### config.mk
export PLATFORM = sky130hd
export DESIGN_NAME = plti_store
export DESIGN_NICKNAME = d
export VERILOG_FILES = /design/src/plti_store.sv
export SDC_FILE = /design/constraint.sdc
export NUM_CORES = 2
export LEC_CHECK = 0
export BUFFER_PORTS_ARGS = -buffer_cell sky130_fd_sc_hd__buf_2
export CAP_MARGIN = 25
export CORE_ASPECT_RATIO = 1.4
export CORE_MARGIN = 3
export CORE_UTILIZATION = 50
export CTS_CLUSTER_DIAMETER = 30
export DETAILED_ROUTE_END_ITERATION = 6
export MAX_ROUTING_LAYER = met4
export PLACE_DENSITY = 0.65
export SYNTH_ARGS = -nofsm -noshare
export SYNTH_HDL_FRONTEND = slang
export SYNTH_SLANG_ARGS = --single-unit
### constraint.sdc
create_clock -name clk -period 8.9 [get_ports clk]
set_clock_uncertainty 0.2 [all_clocks]
set_input_delay 1.78 -clock clk [delete_from_list [all_inputs] [get_ports clk]]
set_output_delay 1.78 -clock clk [all_outputs]
set_load 0.02 [all_outputs]
### src/plti_store.sv
module plti_store #(
  parameter int DEPTH = 64,
  parameter int AW    = 6
) (
  input  logic          clk,
  input  logic          we,
  input  logic [AW-1:0] waddr,
  input  logic [31:0]   wtime,
  input  logic [31:0]   wvalue,
  input  logic [AW-1:0] raddr,
  output logic [31:0]   rtime,
  output logic [31:0]   rvalue
);

  logic [31:0] time_mem  [DEPTH];
  logic [31:0] value_mem [DEPTH];

  // One write port and one registered read port, shared by both arrays.
  always_ff @(posedge clk) begin
    if (we) begin
      time_mem[waddr]  <= wtime;
      value_mem[waddr] <= wvalue;
    end
    rtime  <= time_mem[raddr];
    rvalue <= value_mem[raddr];
  end

endmodule

Word level (Yosys, flattened, before mapping)

Memory sizes are Yosys's and may differ from the RTL's. A register that Yosys moved wholly into a read port is not among the register bits.
Index checks and enable logic that the tools add are counted.

Register bits: 0
Latch bits: 0
Bits in writable memories: 4096
Bits in read-only memories: 0
Bits of input ports: 78
Output and inout port bits: 64
Word-level logic and storage cells: 4
Memories kept: 2

Memory list:

| name      | depth | width | rd ports | clocked after Yosys merged registers in | write ports | RTL line | RTL |
|---|---|---|---|---|---|---|---|
| time_mem  | 64    | 32    | 1        | 1                                       | 1           | 15       | `logic [31:0] time_mem [DEPTH];` |
| value_mem | 64    | 32    | 1        | 1                                       | 1           | 16       | `logic [31:0] value_mem [DEPTH];` |

Add/sub/neg operators: 0
Multipliers: 0
Divide/modulo/power cells: 0
Order comparisons: 0
Equality and inequality tests: 0
Shift-type cells: 0
Multiplexer cells: 2
Bitwise gates (word level): 0
Reduce and logical (&&, ||, !) cells: 0

Operators by type and width:

| kind    | number |
|---|---|
| $mux W1 | 2 |

Depth between registers and ports, before layout

Depth after elaboration: 2
Depth in mapped cells: 9

Least setup slack after synthesis

No wires, ideal clock.

Path kind: in2reg
Start: input port waddr[4]
End: memory time_mem[16][0], enable pin
Setup time: 0.486 ns
Data arrival time: 5.290 ns
Required time: 8.214 ns
Slack: 2.924 ns
Stages: 4
Cell sequence: clkbuf_1 > or3b_2 > clkbuf_1 > nor2_1

RTL lines:

| element            | RTL line | RTL |
|---|---|---|
| start: declaration | 7        | `input logic [AW-1:0] waddr,` |
| end: declaration   | 15       |  |

No word-level cell before the write port.

==> results by group <==
Global routing
  • Overflow left after global routing: 0
  • All-layer global routing usage: between 20% and 30%
  • Largest net degree at the start of global routing: ~130
  • Vias in the first global route: between 70000 and 80000
  • First-pass GRT wire length: ~640000 um
  • Initial antenna violation count: 35

Layout
  • Layout cell share with drive strength beyond 1: 31.4%
  • Area Overhead vs Synth: 16.6%
  • Final #Nets: approximately 7000
  • Multi-input logic area: between 30000 and 40000 um2
  • Sequential cell area: about 120000 um2
  • Commonest cells after routing, fill and taps aside: edfxtp_1, mux4_2, clkbuf_16, a22oi_1, buf_2
  • Commonest non-fill, non-tap cell in the layout: edfxtp_1
  • Final Core Density: 58.8%
  • FILL cells: 21234

Pwr
  • Leak: 57.1 nW
  • Power share of the clock group: a little under half
  • Combinational group share of total power: approximately 4.2%
  • Int Pwr: around 36 mW
  • Worst VDD drop: roughly 0.16 mV
  • Sequential share of power: 47.9%
  • Power Density: 250 nW/um2
  • P_sw: around 9.9 mW
  • Switching Share: between 20% and 30%

Clocking
  • TritonCTS buffer count: around 550
  • Reg clk slew, reported paths: around 60 ps
  • Clock Sinks: approximately 4200
  • Post-CTS sizing: 0
  • Hold buffers post-CTS: 0
  • Postcts setup bufs: 0
  • CTS tree: yes
  • Root Driver: clkbuf_16
  • Worst skew pair latency: around 920 ps
  • Number of H-tree levels: 6
  • Clk buf depth: 4

Critical path
  • Launching point of the worst reg2reg path: value_mem[47][19]$_DFFE_PP_
  • Worst reg2reg path depth: 4
  • Critical Path Slowest Stage Cell: buf_4
  • Crit path buf inv count: 3
  • CP startpoint: raddr[4]
  • Worst path top cell family by delay: buffers and inverters
  • Most used cell along the critical path: buf_4
  • Critical Path Fanout Max: 39
  • Setup slack, reg-to-reg: between 6000 and 7000 ps
  • Crit path depth: 6
  • Data arrival time of the worst path: slightly above 5000 ps
  • Worst Path Required: roughly 9500 ps
  • Crit Path Class: input pin to flip-flop
  • RR Endpoint: rvalue[19]$_DFF_P_
  • Worst setup SP type: input pin
  • CP endpoint kind: flip-flop
  • CP Cell Sequence: buf_4 > buf_4 > and2_4 > buf_4 > a211oi_1 > o211a_1
  • Critical Path Max Stage Delay: between 900 and 1000 ps
  • Crit path to: rtime[24]$_DFF_P_

Timing
  • Slew Limit Fails: 0
  • Min cycle time layout: 4510 ps
  • Setup tns final: 0 ps
  • Slew @ Worst Pin: 1310 ps
  • Final setup fails: 0
  • RSZ-0062 raised after global routing: no
  • Slew headroom: ~13%
  • Final Hold Violating Endpoints: 0
  • Maximum clock frequency: roughly 220 MHz
  • Final Cycle Share: around half

Synthesis
  • Syn_area_per_cell: around 24 um2
  • Netlist cell types: 30
  • Top cell type's share of synthesized area: around four fifths
  • Area of the mapped netlist: between 150000 and 200000 um2
  • Synth Register Bits: 4160
  • Mapped Cells: between 6000 and 7000
  • Sequential area share after synthesis: 79.7%
  • Mapped Nets: ~6600
  • Largest area contributor in the netlist: edfxtp_1
  • Yosys warns: 0
  • Synth top area cells: edfxtp_1, mux4_2, a22oi_1, dfxtp_1, mux2i_1

Drt
  • DR DRC count: 0
  • Via Count: roughly 78000
  • Routed WL per cell: 39.5 um
  • 1st-iter DRT viols: 11985
  • Drt pass-1 iters: 5
  • Post-Route WL: roughly 460000 um
  • Vias per inst: ~6.7
  • ANT nets after route: 0

Placed design
  • Port Buffers: roughly 140
  • Post-DP HPWL: approximately 230000 um
  • GP Congestion: approximately 0.8

Status
  • Outcome: finished clean

Floorplanning
  • I/O pin total: between 100 and 150
  • Initial Util: 50.4%
  • Die height: ~670 um
  • Die area: around 320000 um2
  • Row count: around 240
  • Core area: 309000 um2
  • Die width: 478 um

Min path
  • Hold Crit Class: flip-flop to flip-flop
  • Hold path start: time_mem[54][27]$_DFFE_PP_

Flow run
  • Max-cap viol count: 0
power by group through the flow:
stage	registers [mW]	clock network [mW]	logic, mW
after CTS	21.8	21.9	1.88
final	21.8	21.8	1.93
after detailed placement	22.2	0	1.88
after global routing	21.8	22.7	2.02
after global placement	22.2	0	1.85
after floorplan	22.2	0	1.00
cell usage after synthesis:
cell,instances
edfxtp_1,4096
mux4_2,1024
a22oi_1,256
clkbuf_1,140
buf_2,136
nand3_1,133
nor2_1,110
o22ai_1,102
mux2i_1,90
dfxtp_1,64
o211a_1,64
o221ai_1,64
a211oi_1,63
buf_4,50
buf_1,29
a21oi_1,25
buf_6,21
nand2_1,7
nor2b_1,7
nand2b_1,4
nand3b_1,4
and2_1,3
or3_1,3
or2_2,2
or3b_1,2
or3b_2,2
a221oi_1,1
clkbuf_2,1
inv_2,1
nand4_1,1
per-layer routing:
metal  global-route usage, %  up-vias  part of all wire, %
met5                       -        -                    0
met2                    47.3     5338                   50
met1                    38.3    42556                   35
met3                    5.85     1010                   10
met4                    11.0        0                  4.1
li1                        -    29577                    -
logic make-up after synthesis:
family,share of synthesized area [%]
muxes,15.4
buffers and inverters,1.24
AOI/OAI and AO/OA,2.80
and+or+nand+nor,0.831
DFF,79.7
sequential cells by signal (all words and copies together), names as in the netlist:
name,flops
value_mem,2048
rvalue,32
time_mem,2048
rtime,32
how the worst min path moves through the flow:
stage	end	cells past startpoint
detailed placement	rvalue[17]$_DFF_P_	4
global route	rvalue[29]$_DFF_P_	4
floorplan	rtime[0]$_DFF_P_	4
CTS	rvalue[23]$_DFF_P_	4
finish	rtime[27]$_DFF_P_	4
global placement	rtime[8]$_DFF_P_	4
tightest hold or removal path, cell delays in order, from the launching register on:
cell	delay, ps
edfxtp_1	310
mux4_2	220
a22oi_1	60
nand3_1	90
o211a_1	130
area by class of cell:
class                           count  area share, %
Sequential cell                  4160           68.4
Multi-Input combinational cell   1967           16.6
Clock buffer                      638           8.00
Tap cell                         4131           2.84
Timing Repair Buffer              371           2.11
Clock inverter                    361           2.01
Antenna cell                       27         0.0372
Inverter                            1        0.00207
per-stage QoR:
step	cells	hold WS, ps	area, um2	setup WS, ps	power (mW)
3_5_place_dp	10584	616	163000	3560	24.1
3_3_place_gp	10580	612	162000	3540	24.1
4_1_cts	11583	625	181000	4520	45.6
5_1_grt	11649	657	182000	4370	46.6
6_report	11656	629	182000	4390	45.5
2_1_floorplan	6505	583	156000	2920	23.2
(Power assumes the default switching activity.)
