$ cat src/plti_pkg.sv
package plti_pkg;

  // Q16.16 one.
  localparam logic signed [31:0] Q_ONE = 32'sd65536;

  // Quotient magnitude limit of the multiply-divide unit.
  localparam logic [63:0] MD_LIMIT = 64'h0000_0100_0000_0000;

  // Result status codes.
  localparam logic [2:0] STAT_STORED = 3'd0;
  localparam logic [2:0] STAT_FULL   = 3'd1;
  localparam logic [2:0] STAT_EMPTY  = 3'd2;
  localparam logic [2:0] STAT_BELOW  = 3'd3;
  localparam logic [2:0] STAT_INSIDE = 3'd4;
  localparam logic [2:0] STAT_ABOVE  = 3'd5;

  // Request kinds.
  localparam logic REQ_APPEND = 1'b0;
  localparam logic REQ_QUERY  = 1'b1;

  // Lookup modes.
  localparam logic [1:0] MODE_ZERO   = 2'd0;
  localparam logic [1:0] MODE_CLAMP  = 2'd1;
  localparam logic [1:0] MODE_SLOPE  = 2'd2;
  localparam logic [1:0] MODE_EXTRAP = 2'd3;

  // Operands of one multiply-divide: trunc(a * b / d).
  typedef struct packed {
    logic signed [32:0] a;
    logic signed [32:0] b;
    logic signed [32:0] d;
  } md_req_t;

  typedef enum logic [1:0] {
    MD_IDLE,
    MD_MUL,
    MD_DIV,
    MD_OUT
  } md_state_t;

  typedef enum logic [3:0] {
    ST_IDLE,
    ST_FIRST,
    ST_DOWN,
    ST_UP,
    ST_VAL,
    ST_PAIR_LO,
    ST_PAIR_HI,
    ST_SETUP,
    ST_MUL_VAL,
    ST_MUL_SLOPE,
    ST_FINISH
  } plti_state_t;

  // Saturate a wide signed value to 32 bits.
  function automatic logic signed [31:0] sat32(input logic signed [42:0] x);
    logic signed [31:0] r;
    if (x > 43'sd2147483647) begin
      r = 32'sh7FFF_FFFF;
    end else if (x < -43'sd2147483648) begin
      r = 32'sh8000_0000;
    end else begin
      r = x[31:0];
    end
    return r;
  endfunction

endpackage

$ cat src/plti_muldiv.sv
module plti_muldiv
  import plti_pkg::*;
(
  input  logic               clk,
  input  logic               rst_n,
  input  logic               start,
  input  md_req_t            req,
  output logic               done,
  output logic signed [41:0] result
);

  md_state_t   st_r, st_nxt;
  logic [31:0] ma_r, ma_nxt;
  logic [31:0] mb_r, mb_nxt;
  logic [31:0] md_r, md_nxt;
  logic        neg_r, neg_nxt;
  logic [31:0] rem_r, rem_nxt;
  logic [63:0] dq_r, dq_nxt;
  logic [5:0]  cnt_r, cnt_nxt;
  logic [63:0] prod;
  logic [32:0] shifted;
  logic [33:0] diff;
  logic [40:0] qsat;

  function automatic logic [31:0] mag(input logic signed [32:0] x);
    logic signed [32:0] n;
    n = -x;
    return x[32] ? n[31:0] : x[31:0];
  endfunction

  assign prod    = ma_r * mb_r;
  assign shifted = {rem_r, dq_r[63]};
  assign diff    = {1'b0, shifted} - {2'b00, md_r};

  // Saturate the quotient magnitude, then apply the sign.
  assign qsat   = (dq_r > MD_LIMIT) ? MD_LIMIT[40:0] : dq_r[40:0];
  assign result = neg_r ? -$signed({1'b0, qsat}) : $signed({1'b0, qsat});

  always_ff @(posedge clk) begin
    if (!rst_n) begin
      st_r <= MD_IDLE;
    end else begin
      st_r <= st_nxt;
    end
    ma_r  <= ma_nxt;
    mb_r  <= mb_nxt;
    md_r  <= md_nxt;
    neg_r <= neg_nxt;
    rem_r <= rem_nxt;
    dq_r  <= dq_nxt;
    cnt_r <= cnt_nxt;
  end

  // Sequencer: latch magnitudes, multiply once, then one quotient bit a cycle.
  always_comb begin
    st_nxt  = st_r;
    ma_nxt  = ma_r;
    mb_nxt  = mb_r;
    md_nxt  = md_r;
    neg_nxt = neg_r;
    rem_nxt = rem_r;
    dq_nxt  = dq_r;
    cnt_nxt = cnt_r;
    done    = 1'b0;
    case (st_r)
      MD_IDLE: begin
        if (start) begin
          ma_nxt  = mag(req.a);
          mb_nxt  = mag(req.b);
          md_nxt  = mag(req.d);
          neg_nxt = req.a[32] ^ req.b[32] ^ req.d[32];
          st_nxt  = MD_MUL;
        end
      end
      MD_MUL: begin
        dq_nxt  = prod;
        rem_nxt = '0;
        cnt_nxt = '0;
        st_nxt  = MD_DIV;
      end
      MD_DIV: begin
        if (!diff[33]) begin
          rem_nxt = diff[31:0];
          dq_nxt  = {dq_r[62:0], 1'b1};
        end else begin
          rem_nxt = shifted[31:0];
          dq_nxt  = {dq_r[62:0], 1'b0};
        end
        cnt_nxt = cnt_r + 6'd1;
        if (cnt_r == 6'd63) begin
          st_nxt = MD_OUT;
        end
      end
      MD_OUT: begin
        // A new pass may start in the same cycle the result is taken.
        done = 1'b1;
        if (start) begin
          ma_nxt  = mag(req.a);
          mb_nxt  = mag(req.b);
          md_nxt  = mag(req.d);
          neg_nxt = req.a[32] ^ req.b[32] ^ req.d[32];
          st_nxt  = MD_MUL;
        end else begin
          st_nxt = MD_IDLE;
        end
      end
      default: st_nxt = MD_IDLE;
    endcase
  end

endmodule

$ cat config.mk
export PLATFORM = sky130hd
export DESIGN_NAME = plti_muldiv
export DESIGN_NICKNAME = d
export VERILOG_FILES = /design/src/plti_pkg.sv /design/src/plti_muldiv.sv
export SDC_FILE = /design/constraint.sdc
export NUM_CORES = 2
export LEC_CHECK = 0
export BUFFER_PORTS_ARGS = -buffer_cell sky130_fd_sc_hd__buf_2
export CAP_MARGIN = 20
export CORE_MARGIN = 3
export CORE_UTILIZATION = 45
export DETAILED_ROUTE_END_ITERATION = 8
export GPL_ROUTABILITY_DRIVEN = 0
export SYNTH_ARGS = -nofsm -noshare
export SYNTH_HDL_FRONTEND = slang
export SYNTH_SLANG_ARGS = --single-unit
$ cat constraint.sdc
create_clock -name clk -period 10.15 [get_ports clk]
set_input_delay 0.5075 -clock clk [delete_from_list [all_inputs] [get_ports clk]]
set_output_delay 0.5075 -clock clk [all_outputs]
set_load 0.02 [all_outputs]
Word level (Yosys, flattened, before mapping)
Index checks and enable logic that the tools add are counted.
- flip-flop bits (word level): 201
- output and inout port bits: 43
- logic and storage cells: 44
- $add $sub $neg: 6
- $mul: 1
- $lt $le $gt $ge: 1
- equal/unequal tests: 6
- mux-type cells: 15
- bitwise logic cells: 2
- reductions and logical operators: 5
- operators by type and width (cell ; number):
    $mux 32 ; 4
    $pmux 64 s2 ; 1
    $neg 32->32 ; 3
    $gt 64x41->1 const B ; 1
    $mul 32x32->64 ; 1
    $pmux 32 s2 ; 1
    $mux 42 ; 1
    $neg 41->42 ; 1
    $mux 41 ; 1
    $sub 33x32->34 ; 1
    $pmux 6 s2 ; 1
    $pmux 2 s4 ; 1
    $add 6x1->6 const B ; 1
    $eq 6x6->1 const B ; 1
    $eq 2x2->1 const B ; 2
    $mux 2 ; 2
    $ne 2x2->1 const B ; 2
    $reduce_and 2->1 ; 2
    $mux 1 ; 3
    $eq 2x1->1 const B ; 1
    $logic_not 2->1 ; 1
    $reduce_bool 2->1 ; 1
    $reduce_or 2->1 ; 1
    $xor 1x1->1 ; 2

Logic depth before layout (Yosys ltp)
- depth in word-level cells: 4
- gate-level depth with buffers: 28
- mapped depth without buffers: 26

Worst setup path before layout
OpenSTA, ideal clock, no wires.
- path kind: reg-to-reg
- start: register mb_r[2]
- end: register dq_r[63] (data pin)
- library setup time: 260 ps
- data arrival time: 7054 ps
- data required time: 9890 ps
- setup slack: 2836 ps
- stages on the path, launching flop included: 27
- path buffers: 2
- cells stage by stage: edfxtp_1 clkbuf_1 and2_1 fa_1 inv_1 fa_1 fa_1 fa_1 inv_1 fa_1 inv_1 fa_1 inv_1 fa_1 fa_1 ha_1 clkbuf_1 a21oi_1 o21ai_0 a21o_1 a21oi_1 o31ai_1 a31oi_1 o41ai_1 a21oi_1 xnor2_1 mux2_2
- word-level cells in the longest chain between the ends: 2
- RTL lines (element ; line ; RTL):
    start: declaration ; plti_muldiv.sv:14 ; logic [31:0] mb_r, mb_nxt;
    start signal: assignment ; plti_muldiv.sv:46 ; mb_r <= mb_nxt;
    $mul 32x32->64 ; plti_muldiv.sv:31 ; assign prod = ma_r * mb_r;
    $pmux 64 s2 ; plti_muldiv.sv:65 ; case (st_r)
    named net dq_nxt[63] ; plti_muldiv.sv:18 ; logic [63:0] dq_r, dq_nxt;
    end signal: assignment ; plti_muldiv.sv:50 ; dq_r <= dq_nxt;
    end: declaration ; plti_muldiv.sv:18 ;
The timed path passes the listed nets, and every way through them passes these cells.
A chain may end at the register's enable or synchronous reset.

Worst setup path after layout
- start: register mb_r[10]
- end: register dq_r[62] (data pin)
The elaborated chain is that of the path after synthesis.

==> qor.txt <==
distinct cell type count after synthesis: 64
Clk Latency, worst-skew pair: 0.58 ns
Fin. Hold Viols: 0
Top Ports: 145
max_slew headroom: 24.4%
Placed Cells: 6130
crit end category: flip-flop
main area contributors after synthesis: fa_1, edfxtp_1, ha_1
Main synth FF type: edfxtp_1
Seq cells post-synth: 201
CP Class: reg2reg
period utilization: 89.3%
sequential-to-total area share from yosys stat: 13.3%
top-area cell type share of the netlist area: 39.6%
Core ar.: 99100 um^2
Max-Cap Viols: 0
post-CTS resize count: 0
setup violators final: 0
share of cells above drive strength 1: 5.98%
fin crit period: 9.06 ns
Final Max Tran Viols: 0
Remaining Overflow, GRT: 0
DIE AREA: 105000 um^2
Final Non-Filler Cells: 6174
hold_buf cts: 0
Max H-tree Level: 1
critical path peak fanout: 18
# clock sinks: 201
total routed wirelength: 121000 um
number of enable flip-flop cells after synthesis: 199
CTS Buf Count: 24
area leader, netlist: fa_1
total track usage: 23.8%
Reg clk slew, reported paths: 0.07 ns
antenna cells: 0
row cnt: 115
number of port buffers: 144
dpl hpwl: 98100 um
area added between synthesis and finish: 6.42%
vias in the first global route: 35500
first-pass GRT wire length: 195000 um
CP required: 10.44 ns
CTS tree: built
initial DRC count: 1877
most frequent cells in the layout: inv_1, fa_1, nand2_1, and2_1, ha_1
DRC Markers: 0
pin count of the biggest net entering global routing: 75
Die W: 323 um
post-route ant nets: 0
HP Class: in2reg
crit start category: flip-flop
Starting Density: 45.7%
synth warn: 0
final net count: 6177
clock buffer depth: 3
initial antenna violation count: 0
via count: 33100
die height: 323 um
vias per inst: 5.36
CP arrival: 9.35 ns
Layout Skew: 0.0263 ns
commonest non-fill, non-tap cell in the layout: inv_1
Worst-Margin Slew: 1.13 ns
Post-Syn Instances: 4884
fraction of registers with async set/reset: 0%
f_max: 110 MHz
RSZ-0062 raised after global routing: no
mean post-synth cell area: 9.28 um^2
synthesized area: 45300 um^2
First-pass DRT Iterations: 5
Root Buffer: clkbuf_16
Mapped Nets: 6187
Final TNS setup: 0 ns
status: finished clean
Setup Fix Bufs, Post-CTS: 0
WL/cell: 19.6 um
-- sequential cells by signal, summed over array words and instances, names as in the netlist --
register  count
rem_r        32
mb_r         32
ma_r         32
md_r         32
neg_r         1
dq_r         64
cnt_r         6
st_r          2
-- critical path, stage by stage, from the launching register on --
cell and delay (ns):
edfxtp_1 0.94, buf_4 0.37, and2_1 0.18, fa_1 0.44, fa_1 0.55, inv_1 0.06
fa_1 0.56, fa_1 0.45, fa_1 0.55, inv_1 0.05, fa_1 0.48, fa_1 0.51
fa_1 0.46, ha_1 0.47, nand2_1 0.15, o21ai_0 0.26, a211o_1 0.14, a21boi_0 0.17
nor4b_1 0.79, o21ai_0 0.46, nor4_1 0.38, a211oi_1 0.11, a31oi_1 0.17, o41ai_1 0.08
-- path summary, 6_finish.rpt --
check / cells after the start / startpoint / slack (ns) / endpoint
min: 1 / req[66] / 0.13 / ma_r[0]
max reg2reg: 23 / mb_r[10] / 1.09 / dq_r[62]
max: 23 / mb_r[10] / 1.09 / dq_r[62]
min reg2reg: 2 / st_r[0] / 0.53 / st_r[0]
-- routing by layer --
metal  part of all wire (%)  track usage, %  up-vias
li1                       -               -    15000
met1                     39            29.1    17100
met2                     52            43.3      757
met3                    3.6            2.06      235
met4                    4.7            9.72        0
met5                      0               0        -
-- kinds of logic (layout without fill, tap and decap cells) --
family | count (synthesis) | after routing | share of synthesized area [%]
AO/OA/AOI/OAI | 522 | 522 | 7.31
flip-flops | 201 | 201 | 13.3
adder cells (fa/ha/maj) | 1201 | 1201 | 48.0
AND/OR/NAND/NOR | 1571 | 1571 | 17.5
multiplexers | 11 | 11 | 0.260
XOR/XNOR | 201 | 201 | 3.88
buffers and inverters | 1177 | 1180 | 9.75
-- synth_stat cells (all sizes together), types with 17 or more instances --
library cell and n:
a211oi 25, a21o 43, a21oi 123, and2 602, clkbuf 261, edfxtp 199
fa 897, ha 304, inv 913, nand2 641, nand2b 20, nand3 26
nand4 24, nor2 117, nor3 38, o21a 17, o21ai 164, o21bai 21
o31ai 37, o41ai 22, or3 25, or4 22, xnor2 151, xor2 50
-- area by class of cell --
cell class,count,area (um^2)
well taps,1287,1610
fillers,9434,50900
clock inverters,13,151
inverters,913,3430
multi-input cells,3506,34900
repair buffers,228,1490
clock buffers,26,608
flip-flops and latches,201,6020
-- stage by stage --
stage	hold slack (ns)	util [%]	instance area (um^2)	setup WS, ns
4_1_cts	0.103	48.5	48100	1.19
3_3_place_gp	0.507	47.7	47300	1.23
6_report	0.130	48.6	48200	1.09
3_5_place_dp	0.520	47.8	47400	1.25
2_1_floorplan	0.493	-	45300	2.84
5_1_grt	0.129	48.6	48200	0.665
Power is left out: the tool's default activity adds up to more than one toggle a clock period on the data nets, which glitch-free logic cannot reach.
